**src/rtl/core/tpms_pkg.sv**
```systemverilog
// ============================================================================
// Trapezoid profile package
// Shared constants, register indexes and defaults for the profile planner.
// ============================================================================
`default_nettype none

package tpms_pkg;

    // Default field widths
    localparam int GOAL_BITS_DEF  = 24;
    localparam int SPEED_BITS_DEF = 16;

    // Result field widths
    localparam int RAMP_W = 26;
    localparam int FLAT_W = 34;

    // Milliseconds per second and the bits that the factor needs
    localparam int MS_PER_S = 1000;
    localparam int MS_BITS  = 10;

    // Depth of the queue between front and back
    localparam int QUEUE_DEPTH = 4;

    // Configuration port
    localparam int APB_ADDR_W = 4;
    localparam int APB_DATA_W = 32;

    // Register indexes
    localparam logic [1:0] REG_MIN_SPEED = 2'd0;
    localparam logic [1:0] REG_MAX_SPEED = 2'd1;
    localparam logic [1:0] REG_ACCEL     = 2'd2;

    // Register reset values
    localparam int RST_MIN_SPEED = 0;
    localparam int RST_MAX_SPEED = 500;
    localparam int RST_ACCEL     = 1000;

endpackage

`default_nettype wire

```
**src/rtl/core/tpms_queue.sv**
```systemverilog
// ============================================================================
// Trapezoid profile queue
// Small first-in first-out buffer between the classifier and the back end.
// ============================================================================
`default_nettype none

module tpms_queue #(
    parameter int WIDTH = 8
) (
    input  wire logic             i_clk,
    input  wire logic             i_rst_n,
    input  wire logic             i_push,
    input  wire logic [WIDTH-1:0] i_data,
    input  wire logic             i_pop,
    output logic      [WIDTH-1:0] o_data,
    output logic                  o_valid,
    output logic                  o_full
);
    import tpms_pkg::*;

    localparam int PTR_W = $clog2(QUEUE_DEPTH);

    logic [WIDTH-1:0] r_mem [0:QUEUE_DEPTH-1];
    logic [PTR_W-1:0] r_wr_ptr;
    logic [PTR_W-1:0] r_rd_ptr;
    logic [PTR_W:0]   r_count;

    // Storage is written at the tail.
    always_ff @(posedge i_clk) begin
        if (i_push) begin
            r_mem[r_wr_ptr] <= i_data;
        end
    end

    // Pointers and fill count.
    always_ff @(posedge i_clk) begin
        if (!i_rst_n) begin
            r_wr_ptr <= '0;
            r_rd_ptr <= '0;
            r_count  <= '0;
        end else begin
            if (i_push) begin
                r_wr_ptr <= r_wr_ptr + 1'b1;
            end
            if (i_pop) begin
                r_rd_ptr <= r_rd_ptr + 1'b1;
            end
            if (i_push && !i_pop) begin
                r_count <= r_count + 1'b1;
            end else if (!i_push && i_pop) begin
                r_count <= r_count - 1'b1;
            end
        end
    end

    assign o_data  = r_mem[r_rd_ptr];
    assign o_valid = (r_count != '0);
    assign o_full  = (r_count == (PTR_W+1)'(QUEUE_DEPTH));

endmodule

`default_nettype wire

```
**config.mk**
```make
export PLATFORM = sky130hd
export DESIGN_NAME = tpms_queue
export DESIGN_NICKNAME = d
export VERILOG_FILES = /design/src/rtl/core/tpms_pkg.sv /design/src/rtl/core/tpms_queue.sv
export SDC_FILE = /design/constraint.sdc
export NUM_CORES = 1
export LEC_CHECK = 0
export ABC_AREA = 1
export BUFFER_PORTS_ARGS = -buffer_cell sky130_fd_sc_hd__buf_4
export CORE_AREA = 3 3 59 61
export DETAILED_ROUTE_END_ITERATION = 8
export DIE_AREA = 0 0 62 64
export PLACE_DENSITY = 0.85
export SETUP_SLACK_MARGIN = 0.05
export SYNTH_ARGS = -nofsm -noshare
export SYNTH_HDL_FRONTEND = slang
export SYNTH_SLANG_ARGS = --single-unit
```
**constraint.sdc**
```tcl
create_clock -name i_clk -period 1.63 [get_ports i_clk]
set_clock_uncertainty 0.05 [all_clocks]
set_input_delay 0.163 -clock i_clk [delete_from_list [all_inputs] [get_ports i_clk]]
set_output_delay 0.163 -clock i_clk [all_outputs]
set_load 0.005 [all_outputs]
```
==> results by stage <==
Yosys:
- The post-synthesis net count is between 150 and 200.
- The area fraction of the dominant cell type after synthesis is 58.5%.
- The basic-gate share of the synthesized area counting and, or, nand and nor cells is roughly 8.8%.
- Of the synthesized area, sequential elements account for between 60% and 70%.
- The portion of netlist area occupied by mux cells is 0%.
- The synthesized netlist devotes 5.03% of its cell area to adder and majority cells.
- For this run, the number of Yosys warnings is 0.
- By area, the combinational part of the netlist is dominated by compound AO/OA/AOI/OAI gates.
- The xor and xnor fraction of the mapped netlist area is 0%.
- The share of the synthesized area in compound gates (AO/OA/AOI/OAI) is between 10% and 20%.
- Counting every instance in the synthesized netlist gives 135.
- By area the synthesized netlist is led by sky130_fd_sc_hd__edfxtp_1 (59%), sky130_fd_sc_hd__dfxtp_1 (11%), sky130_fd_sc_hd__o21ai_0 (5.5%), sky130_fd_sc_hd__nor2_1 (4.3%), sky130_fd_sc_hd__ha_1 (3.8%).
- sky130_fd_sc_hd__edfxtp_1 takes more of the synthesized area than any other cell.
- Synthesis instantiated 18 different standard cells from the library.
- In this run the cell area of the synthesized design comes to ~0.0016 mm^2.
- The synthesized flop and latch total is between 40 and 50.
- The post-synthesis average cell area is roughly 12 um^2.

GRT:
- The via count of the first global-routing pass came to ~1000.
- The wire length of the first global-routing pass is 4220 um.
- The highest-utilization routing layer at the global route stage is met2.
- For met2 alone, demand over resource in global routing was approximately 24%.
- Global routing consumed, over all layers together, between 10% and 20% of the routing resources.
- For this run, global-route usage on met1 was measured as ~17%.
- The met3 usage is ~6%.
- The pin count of the biggest net entering global routing is 17.
- The initial antenna violation count is 0.
- The total global routing overflow is 0.

CTS:
- The clock sink count is 41.
- The tree is rooted in a sky130_fd_sc_hd__clkbuf_4.
- The later pin in the worst-skew pair is clocked with a latency of approximately 0.34 ns.
- The clock transition time at the flip-flop clock pins of the worst setup and hold paths is approximately 0.11 ns.
- The maximum count of clock buffers along a single path is 2.
- The CTS tree is built.
- Counting the buffers created by CTS gives 5.
- The H-tree depth is 2.

Floorplan:
- 22 I/O pins were placed.
- Row generation in the floorplan step produced 20 rows.
- The floorplan step defined a die boundary enclosing approximately 0.0040 mm^2.
- The die height is between 60 and 70 um.
- Once the floorplan was initialized, standard cells occupied a little over half of the core.
- The total core area is 0.00303 mm^2.
- The die is slightly above 60 um wide.

Drt:
- Once detail routing completed, the nets flagged for antenna violations numbered 0.
- The average wire per cell in the routed design is between 10 and 15 um.
- The number of DRC violations after detailed-routing iteration 0 is approximately 40.
- The detailed router placed around 1100 vias in this run.
- In the routed layout, each cell is associated on average with a via count of between 5 and 6.
- The detailed-router iteration count before antenna repair is 4.
- In the routed design, unresolved DRC markers number 0.
- The routed design has approximately 2800 um of wire.

Worst hold path:
- The worst min-delay path startpoint is i_rst_n.
- The worst hold path terminates at r_count[2]$_SDFFE_PN0P_.
- The instance count along the most critical hold path is 3.
- In this run the worst hold path is classified as primary input to flip-flop.

Setup path:
- In this run the register-to-register setup slack is 0.29 ns.
- Of all nets on the critical path, the largest fanout is 10.
- STA classifies the critical path endpoint as an output pin.
- The beginning of the worst register-to-register path is r_wr_ptr[0]$_SDFFE_PN0P_.
- The worst setup path is of the flip-flop to output pin kind.
- Counting cells, the worst reg-to-reg path comes to 4.
- The worst register-to-register path ends at r_mem[0][6]$_DFFE_PP_.
- At the worst endpoint, the arrival time is ~1.3 ns.
- The type of origin of the critical path is a flip-flop.
- At the worst endpoint, the required time is around 1.4 ns.

STA:
- Dividing the final minimum period by the clock period gives approximately 93%.
- The pin slew with the least headroom to its limit is ~0.38 ns.
- Setup repair after global routing could not meet its margin everywhere.
- The worst pin sits at a relative slew slack of about three quarters.
- The count of endpoints failing hold in the final timing report is 0.
- The final sum of negative setup slack is 0 ns.
- Derived from the worst setup path, the maximum achievable clock frequency is around 660 MHz.
- Final hold analysis gives a worst-case slack of around 0.04 ns.
- Subtracting the final worst setup slack from the clock period gives 1.52 ns.
- Setup violations remaining at the end of the flow were counted as 0.
- The final max-slew violation count was 0.

Power:
- The register share of total power is just over 60%.
- Of the total power, combinational logic draws roughly 14%.
- The power per cell area is about 1000 mW/mm^2.
- The maximum resistive drop on vdd is ~620 uV.
- Net switching is 24.8% of the power.
- The analysis attributes to cell leakage a power of 0.800 nW.
- The internal portion of the total power is roughly 0.0015 W.
- Summed over all nets, the switching power comes to slightly below 0.0005 W.
- The clock power share is between 20% and 30%.

Placement:
- The final weighted congestion in routability-driven placement is around 0.77.
- The half-perimeter wire length after detailed placement is 1910 um.
- The count of buffers inserted at the top-level ports is 21.

Final layout:
- The layout net count is 189.
- The most common cell after layout, fill and taps aside is sky130_fd_sc_hd__edfxtp_1.
- The post-layout utilization of the core is between 60 and 70%.
- The fill cell total of the finished layout is 228.
- 0 antenna diodes ended up in the layout.
- The growth of design area from synthesis to finish is 21.6%.
- Cells with a size suffix above 1 make up between 20% and 30% of the layout.
- In the layout the commonest cells are sky130_fd_sc_hd__edfxtp_1 (32), sky130_fd_sc_hd__buf_4 (22), sky130_fd_sc_hd__nor2_1 (19).

Job:
- The max-cap check violation count is 0.

Outcome:
- The run finished with clean final reports.
[flip-flops by register name, summed over array words and instances, names as in the netlist, named ones only]
register  count
r_mem        32
r_rd_ptr      2
r_wr_ptr      2
r_count       3
[metrics by stage]
stage | instances | total power (W) | area (um^2) | worst slack, ns
after floorplan | 135 | 0.00137 | 1640 | 0.430
after global placement | 199 | 0.00147 | 1840 | 0.278
after detailed placement | 199 | 0.00149 | 1840 | 0.219
after CTS | 216 | 0.00198 | 1990 | 0.0555
after global routing | 216 | 0.00205 | 2000 | 0.0319
final | 216 | 0.00196 | 2000 | 0.110
[logic make-up after synthesis]
| group | after synthesis |
|---|---|
| adder cells (fa/ha/maj) | 6 |
| flip-flops | 41 |
| buffers and inverters | 19 |
| AO/OA/AOI/OAI | 34 |
| AND/OR/NAND/NOR | 35 |
[critical path, stage by stage, from the launching register on]
cell,delay [ns]
sky130_fd_sc_hd__dfxtp_4,0.39
sky130_fd_sc_hd__buf_6,0.14
sky130_fd_sc_hd__o21ai_0,0.09
sky130_fd_sc_hd__o22ai_1,0.21
sky130_fd_sc_hd__buf_4,0.14
[routing by layer]
| metal | wire [um] | vias to the layer above | share of wire (%) |
|---|---|---|---|
| li1 | - | 545 | - |
| met1 | 1210 | 502 | 43 |
| met2 | 1430 | 31 | 50 |
| met3 | 138 | 9 | 4.8 |
| met4 | 64 | 0 | 2.2 |
| met5 | 0 | - | 0 |
[final cells by class]
type                            instances  area, um^2  area share (%)
Inverter                               17        68.8            3.45
Tap cell                               44        55.1            2.76
Sequential cell                        41        1150            57.4
Clock buffer                            5        37.5            1.88
Timing Repair Buffer                   31         256            12.9
Clock inverter                          3        17.5           0.878
Multi-Input combinational cell         75         414            20.8
[timing repair]
item,4_1_cts,5_1_grt
buffers inserted,1,0
setup endpoints to repair,8,5
hold buffers,8,0
gates resized for setup,5,4
pin swaps,0,1
hold endpoints to repair,32,0
[power by group through the flow]
| stage | combinational (W) | sequential (W) | clock, W |
|---|---|---|---|
| after floorplan | 0.000140 | 0.00123 | 0 |
| after global placement | 0.000237 | 0.00123 | 0 |
| after detailed placement | 0.000253 | 0.00124 | 0 |
| after CTS | 0.000276 | 0.00121 | 0.000487 |
| after global routing | 0.000310 | 0.00122 | 0.000521 |
| final | 0.000276 | 0.00121 | 0.000474 |
[synth_stat cells (all sizes together)]
cell and instances:
nand3 1, fa 1, a21oi 4, edfxtp 32
inv 17, o21ai 22, nand4 1, dfxtp 9
buf 2, nor2 22, nor3 1, ha 5
nand2 10, o22ai 8
[worst max-delay path by stage]
stage / end / slack [ns]
6_report: o_data[1] / 0.11
5_1_grt: o_data[1] / 0.03
4_1_cts: o_data[5] / 0.06
3_5_place_dp: r_count[2]$_SDFFE_PN0P_ / 0.22
3_3_place_gp: r_count[1]$_SDFFE_PN0P_ / 0.28
2_1_floorplan: r_count[2]$_SDFFE_PN0P_ / 0.43
(Power assumes the default switching activity.)
