===== config.mk =====
export PLATFORM = sky130hd
export DESIGN_NAME = tpms_front
export DESIGN_NICKNAME = d
export VERILOG_FILES = /design/src/rtl/core/tpms_pkg.sv /design/src/rtl/core/tpms_front.sv
export SDC_FILE = /design/constraint.sdc
export NUM_CORES = 2
export LEC_CHECK = 0
export ABC_CLOCK_PERIOD_IN_PS = 9890
export BUFFER_PORTS_ARGS = -buffer_cell sky130_fd_sc_hd__buf_2
export CAP_MARGIN = 20
export CORE_ASPECT_RATIO = 0.7
export CORE_UTILIZATION = 29
export CTS_BUF_LIST = sky130_fd_sc_hd__clkbuf_16
export CTS_CLUSTER_SIZE = 40
export DETAILED_ROUTE_END_ITERATION = 7
export SYNTH_ARGS = -nofsm -noshare
export SYNTH_HDL_FRONTEND = slang
export SYNTH_SLANG_ARGS = --single-unit

===== constraint.sdc =====
create_clock -name i_clk -period 9.89 [get_ports i_clk]
set_input_delay 1.4835 -clock i_clk [delete_from_list [all_inputs] [get_ports i_clk]]
set_output_delay 1.4835 -clock i_clk [all_outputs]
set_load 0.1 [all_outputs]

===== src/rtl/core/tpms_pkg.sv =====
// ============================================================================
// Trapezoid profile package
// Shared constants, register indexes and defaults for the profile planner.
// ============================================================================
`default_nettype none

package tpms_pkg;

    // Default field widths
    localparam int GOAL_BITS_DEF  = 24;
    localparam int SPEED_BITS_DEF = 16;

    // Result field widths
    localparam int RAMP_W = 26;
    localparam int FLAT_W = 34;

    // Milliseconds per second and the bits that the factor needs
    localparam int MS_PER_S = 1000;
    localparam int MS_BITS  = 10;

    // Depth of the queue between front and back
    localparam int QUEUE_DEPTH = 4;

    // Configuration port
    localparam int APB_ADDR_W = 4;
    localparam int APB_DATA_W = 32;

    // Register indexes
    localparam logic [1:0] REG_MIN_SPEED = 2'd0;
    localparam logic [1:0] REG_MAX_SPEED = 2'd1;
    localparam logic [1:0] REG_ACCEL     = 2'd2;

    // Register reset values
    localparam int RST_MIN_SPEED = 0;
    localparam int RST_MAX_SPEED = 500;
    localparam int RST_ACCEL     = 1000;

endpackage

`default_nettype wire


===== src/rtl/core/tpms_front.sv =====
// ============================================================================
// Trapezoid profile front end
// Holds the configuration registers, derives the threshold and the full ramp
// time with a serial divider, and classifies each goal word.
// ============================================================================
`default_nettype none

module tpms_front #(
    parameter int GOAL_BITS  = tpms_pkg::GOAL_BITS_DEF,
    parameter int SPEED_BITS = tpms_pkg::SPEED_BITS_DEF
) (
    input  wire logic                              i_clk,
    input  wire logic                              i_rst_n,
    input  wire logic                              psel,
    input  wire logic                              penable,
    input  wire logic                              pwrite,
    input  wire logic [tpms_pkg::APB_ADDR_W-1:0]   paddr,
    input  wire logic [tpms_pkg::APB_DATA_W-1:0]   pwdata,
    output logic      [tpms_pkg::APB_DATA_W-1:0]   prdata,
    output logic                                   pready,
    input  wire logic                              i_valid,
    input  wire logic [GOAL_BITS-1:0]              i_goal,
    output logic                                   o_ready,
    input  wire logic                              i_q_full,
    output logic                                   o_push,
    output logic      [SPEED_BITS+GOAL_BITS:0]     o_push_data,
    output logic      [SPEED_BITS-1:0]             o_vmin,
    output logic      [SPEED_BITS-1:0]             o_vmax,
    output logic      [SPEED_BITS-1:0]             o_acc,
    output logic      [2*SPEED_BITS-1:0]           o_vmin_sq,
    output logic      [tpms_pkg::RAMP_W-1:0]       o_ramp_full
);
    import tpms_pkg::*;

    localparam int S     = SPEED_BITS;
    localparam int G     = GOAL_BITS;
    localparam int V     = S + G;
    localparam int W     = 2 * S + MS_BITS;
    localparam int CW    = (G > 2 * S) ? G : 2 * S;
    localparam int CNT_W = $clog2(W + 1);

    localparam logic [1:0] ST_IDLE = 2'd0;
    localparam logic [1:0] ST_SQ   = 2'd1;
    localparam logic [1:0] ST_LD   = 2'd2;
    localparam logic [1:0] ST_DIV  = 2'd3;

    logic [S-1:0]     r_vmin;
    logic [S-1:0]     r_vmax;
    logic [S-1:0]     r_acc;
    logic [1:0]       r_state;
    logic             r_dirty;
    logic [S-1:0]     r_vmax_e;
    logic [S-1:0]     r_acc_e;
    logic [2*S-1:0]   r_vmin_sq;
    logic [2*S-1:0]   r_vmax_sq;
    logic [W-1:0]     r_dvd_t;
    logic [W-1:0]     r_dvd_r;
    logic [S-1:0]     r_rem_t;
    logic [S-1:0]     r_rem_r;
    logic [CNT_W-1:0] r_cnt;

    logic             w_wr;
    logic [S:0]       w_tr_t;
    logic [S:0]       w_tr_r;
    logic             w_ge_t;
    logic             w_ge_r;
    logic [S:0]       w_sub_t;
    logic [S:0]       w_sub_r;
    logic             w_gt;
    logic [CW-1:0]    w_goal;
    logic [CW-1:0]    w_thr;
    logic             w_tri;
    logic [V-1:0]     w_val;

    // Register write and read decode.
    assign w_wr   = psel && penable && pwrite;
    assign pready = 1'b1;

    always_ff @(posedge i_clk) begin
        if (!i_rst_n) begin
            r_vmin <= S'(RST_MIN_SPEED);
            r_vmax <= S'(RST_MAX_SPEED);
            r_acc  <= S'(RST_ACCEL);
        end else if (w_wr) begin
            case (paddr[3:2])
                REG_MIN_SPEED: r_vmin <= pwdata[S-1:0];
                REG_MAX_SPEED: r_vmax <= pwdata[S-1:0];
                REG_ACCEL:     r_acc  <= pwdata[S-1:0];
                default: ;
            endcase
        end
    end

    always_comb begin
        case (paddr[3:2])
            REG_MIN_SPEED: prdata = APB_DATA_W'(r_vmin);
            REG_MAX_SPEED: prdata = APB_DATA_W'(r_vmax);
            REG_ACCEL:     prdata = APB_DATA_W'(r_acc);
            default:       prdata = '0;
        endcase
    end

    // One restoring divide step for the threshold and for the full ramp.
    assign w_tr_t  = {r_rem_t, r_dvd_t[W-1]};
    assign w_tr_r  = {r_rem_r, r_dvd_r[W-1]};
    assign w_ge_t  = (w_tr_t >= {1'b0, r_acc_e});
    assign w_ge_r  = (w_tr_r >= {1'b0, r_acc_e});
    assign w_sub_t = w_tr_t - {1'b0, r_acc_e};
    assign w_sub_r = w_tr_r - {1'b0, r_acc_e};
    assign w_gt    = (r_vmax_e > r_vmin);

    // Sequencer: squares, dividend load, then one quotient bit per cycle.
    always_ff @(posedge i_clk) begin
        if (!i_rst_n) begin
            r_state <= ST_IDLE;
            r_dirty <= 1'b1;
        end else begin
            if (w_wr) begin
                r_dirty <= 1'b1;
            end else if (r_state == ST_IDLE && r_dirty) begin
                r_dirty <= 1'b0;
            end
            case (r_state)
                ST_IDLE: begin
                    if (r_dirty) begin
                        r_state <= ST_SQ;
                    end
                end
                ST_SQ:   r_state <= ST_LD;
                ST_LD:   r_state <= ST_DIV;
                ST_DIV: begin
                    if (r_cnt == CNT_W'(1)) begin
                        r_state <= ST_IDLE;
                    end
                end
                default: r_state <= ST_IDLE;
            endcase
        end
    end

    // Datapath of the sequencer.
    always_ff @(posedge i_clk) begin
        case (r_state)
            ST_SQ: begin
                r_vmax_e  <= (r_vmax == '0) ? S'(1) : r_vmax;
                r_acc_e   <= (r_acc == '0) ? S'(1) : r_acc;
                r_vmin_sq <= (2*S)'(r_vmin) * (2*S)'(r_vmin);
                r_vmax_sq <= (r_vmax == '0) ? (2*S)'(1)
                                            : (2*S)'(r_vmax) * (2*S)'(r_vmax);
            end
            ST_LD: begin
                r_dvd_t <= w_gt ? W'(r_vmax_sq - r_vmin_sq) : '0;
                r_dvd_r <= w_gt ? W'(r_vmax_e - r_vmin) * W'(MS_PER_S) : '0;
                r_rem_t <= '0;
                r_rem_r <= '0;
                r_cnt   <= CNT_W'(W);
            end
            ST_DIV: begin
                r_rem_t <= w_ge_t ? w_sub_t[S-1:0] : w_tr_t[S-1:0];
                r_rem_r <= w_ge_r ? w_sub_r[S-1:0] : w_tr_r[S-1:0];
                r_dvd_t <= {r_dvd_t[W-2:0], w_ge_t};
                r_dvd_r <= {r_dvd_r[W-2:0], w_ge_r};
                r_cnt   <= r_cnt - 1'b1;
            end
            default: ;
        endcase
    end

    // Classification of the goal word against the threshold.
    assign w_goal = CW'(i_goal);
    assign w_thr  = CW'(r_dvd_t);
    assign w_tri  = (w_goal <= w_thr);
    assign w_val  = w_tri ? V'(r_acc_e) * V'(i_goal) : V'(w_goal - w_thr);

    assign o_ready     = (r_state == ST_IDLE) && !r_dirty && !i_q_full;
    assign o_push      = i_valid && o_ready;
    assign o_push_data = {w_tri, w_val};
    assign o_vmin      = r_vmin;
    assign o_vmax      = r_vmax_e;
    assign o_acc       = r_acc_e;
    assign o_vmin_sq   = r_vmin_sq;
    assign o_ramp_full = RAMP_W'(r_dvd_r);

endmodule

`default_nettype wire


==> results.json <==
{
  "cts-root-buf": "sky130_fd_sc_hd__clkbuf_16",
  "cp_data_arrival_time_ps": 8160,
  "worst_pin_slew_ps": 1220,
  "tritoncts_num_sinks": 266,
  "max-cap-violations": 0,
  "outcome": "finished, final reports clean",
  "detailedRoute.firstIterationViolations": 2910,
  "worstSetupStartpointType": "primary input",
  "synth.most_common_cell": "sky130_fd_sc_hd__inv_1",
  "async_flop_share_pct": 0,
  "wire_per_inst_um": 19.3,
  "synth_top_cell_area_share_pct": 30.2,
  "cp_common_cell": "sky130_fd_sc_hd__fa_1",
  "synth-warning-count": 0,
  "finalWirelength_mm": 142,
  "crit_reg_reg_startpoint": "o_vmin[3]",
  "synth_top_area_cell": "sky130_fd_sc_hd__fa_1",
  "worstPathCellList": "buf_2 > buf_4 > nand2_1 > fa_1 > inv_1 > fa_1 > fa_1 > fa_1 > inv_1 > fa_1 > inv_1 > fa_1 > ha_1 > a21o_1 > a31o_2 > a311oi_2 > a211oi_4 > o2111a_1 > nor3_1 > o21ai_0 > xnor2_1 > o21ai_1 > buf_12",
  "grt_start_max_net_pins": 71,
  "drc": 0,
  "worst-r2r-cell-count": 27,
  "number_of_global_route_vias_before_repair": 35200,
  "numPortBuffers": 212,
  "route.vias.total": 35500,
  "latest_clock_arrival_within_the_worst_skew_pair_ps": 640,
  "row_count": 121,
  "finalWorstPathRequiredPeriod_ps": 9640,
  "gp_congestion": 0.912,
  "reg2reg_slack_ps": 1920,
  "cp_slowest_stage_delay_ps": 580,
  "start_util_pct": 29.4,
  "clock_buffer_depth": 3,
  "worst_ep_required_time_ps": 8410,
  "synth-edff-count": 215,
  "critical_path.slowest_cell": "sky130_fd_sc_hd__fa_1",
  "worst_hold_path.endpoint": "o_vmin[13]",
  "count_of_final_hold_check_violations": 0,
  "floorplan.die.width_um": 477,
  "drt-pass1-iter-count": 5,
  "grt.overflow.total": 0,
  "syn_area_um2": 45900,
  "cp_max_fo": 9,
  "layout-drive-gt1-share_pct": 8.64,
  "detailed_place_hpwl_mm": 117,
  "critical_path.reg2reg.endpoint": "r_dvd_r[35]",
  "grt.total_usage_pct": 17.6,
  "timing.slew.headroom_pct": 18.6,
  "dieHeight_um": 335,
  "filler_cell_count": 16300,
  "antenna_found_initial": 15,
  "design.die.area_um2": 160000,
  "ctsHtreeMaxLevel": 1,
  "nets": 6443,
  "worstHoldPathCells": 2,
  "final_util_pct": 32.4,
  "worst_setup_hold_path_clk_slew_ps": 70,
  "drt.antenna.violating_nets": 0,
  "synth_area_per_cell_um2": 8.98,
  "synth.yosys.seq_area_share_pct": 16.3,
  "hold_path_class": "reg -> reg",
  "ys_dominant_reg_cell": "sky130_fd_sc_hd__edfxtp_1",
  "hold_path_startpoint": "o_vmin[13]",
  "ioPinCount": 249,
  "layout_worst_path_cycle_share_pct": 97.5,
  "synth-seq-cells": 266,
  "synth_cell_type_count": 112,
  "postSynthCellCount": 5106,
  "setup_viol": 0,
  "grt_setup_unrepaired": "false",
  "endpoint_kind": "primary output",
  "yosys-top-cells-count": "sky130_fd_sc_hd__inv_1 (1034), sky130_fd_sc_hd__fa_1 (691), sky130_fd_sc_hd__nand2_1 (662)",
  "synth_area_leaders": "sky130_fd_sc_hd__fa_1 (30%), sky130_fd_sc_hd__edfxtp_1 (14%), sky130_fd_sc_hd__ha_1 (13%)",
  "finalSetupTns_ps": 0,
  "slew_viol_final": 0,
  "area_growth_pct": 10.3,
  "cts_inserted_buffers": 31,
  "drt-vias-per-instance": 4.84,
  "tritoncts_clock_tree": "built",
  "clock-skew-final_ps": 34.5,
  "clock.fmax_mhz": 104,
  "critPathKind": "in -> out",
  "wire_length_of_the_first_global_routing_pass_mm": 217,
  "core_region_area_um2": 156000
}
==> cells in the final DEF (no fill, tap or decap), drive strengths merged, types with 36 or more instances in the layout <==
cell type,n
xnor2,119
inv,1043
buf,317
nand3,69
edfxtp,215
a21boi,43
o21a,36
xor2,80
o21ai,175
a21o,105
fa,691
and2,172
ha,466
nand2,663
a21oi,184
nor2,240
nor3,56
dfxtp,51
==> metrics by stage <==
stage	cell area, um^2	std cells	setup slack [ps]	hold WS, ps
2_1_floorplan	45900	5122	189	456
3_3_place_gp	49500	7274	323	484
4_1_cts	50500	7333	193	511
6_report	50600	7340	249	512
3_5_place_dp	49500	7275	241	501
5_1_grt	50600	7339	9.56	532
==> worst max-delay path: cells and delay by family <==
kind            cells  cell delay [ps]
compound gates      7             1700
fa+ha+maj           7             3470
simple gates        2              470
xor+xnor            1              160
buf+inv             6              850
==> routing by layer <==
layer / global-route usage (%) / share of wire [%] / vias to the layer above
met3: 3.47 / 8.6 / 135
met5: 0 / 0.025 / -
met4: 2.40 / 1.6 / 8
li1: - / - / 16400
met2: 26.4 / 43 / 1284
met1: 26.3 / 47 / 17700
==> registers in the layout, indices dropped and copies added (netlist names) <==
signal / count
r_dvd_r: 42
r_dvd_t: 42
o_vmin_sq: 31
r_vmax_sq: 30
o_acc: 16
o_vmax: 16
o_vmin: 16
r_acc: 16
r_rem_r: 16
r_rem_t: 16
r_vmax: 16
r_cnt: 6
r_state: 2
r_dirty: 1
==> how the worst max path moves through the flow <==
stage               startpoint         endpoint  slack [ps]  depth (start not counted)
floorplan            i_goal[8]  o_push_data[35]         190                         21
global placement    i_goal[11]  o_push_data[37]         320                         24
detailed placement  i_goal[11]  o_push_data[37]         240                         22
CTS                 i_goal[11]  o_push_data[37]         190                         22
global route         i_goal[7]  o_push_data[35]          10                         23
finish               i_goal[7]  o_push_data[35]         250                         23
==> cell type report <==
| cell class | count | area, um^2 | area share (%) |
|---|---|---|---|
| Antenna cell | 5 | 12.5 | 0.0247 |
| Multi-Input combinational cell | 3558 | 33400 | 66.0 |
| Sequential cell | 266 | 7480 | 14.8 |
| Timing Repair Buffer | 319 | 2120 | 4.19 |
| Clock inverter | 27 | 283 | 0.559 |
| Tap cell | 2091 | 2620 | 5.17 |
| Clock buffer | 31 | 776 | 1.53 |
| Inverter | 1043 | 3920 | 7.74 |
==> timing repair <==
action,CTS,global route
hold buffers,0,0
setup buffers,0,0
gates resized for setup,0,4
hold endpoints to repair,0,0
endpoints found under the setup margin,0,3
==> logic make-up after synthesis <==
family | Yosys count | share of synthesized area, %
buffers and inverters | 1298 | 11.1
other | 2 | 0.0164
XOR/XNOR | 199 | 3.83
adder cells (fa/ha/maj) | 1157 | 42.9
AND/OR/NAND/NOR | 1374 | 13.6
flip-flops | 266 | 16.3
multiplexers | 34 | 0.753
AO/OA/AOI/OAI | 776 | 11.4
Power is not shown: default switching activity piles up to over one toggle a cycle in this logic, so the estimate is an artifact.
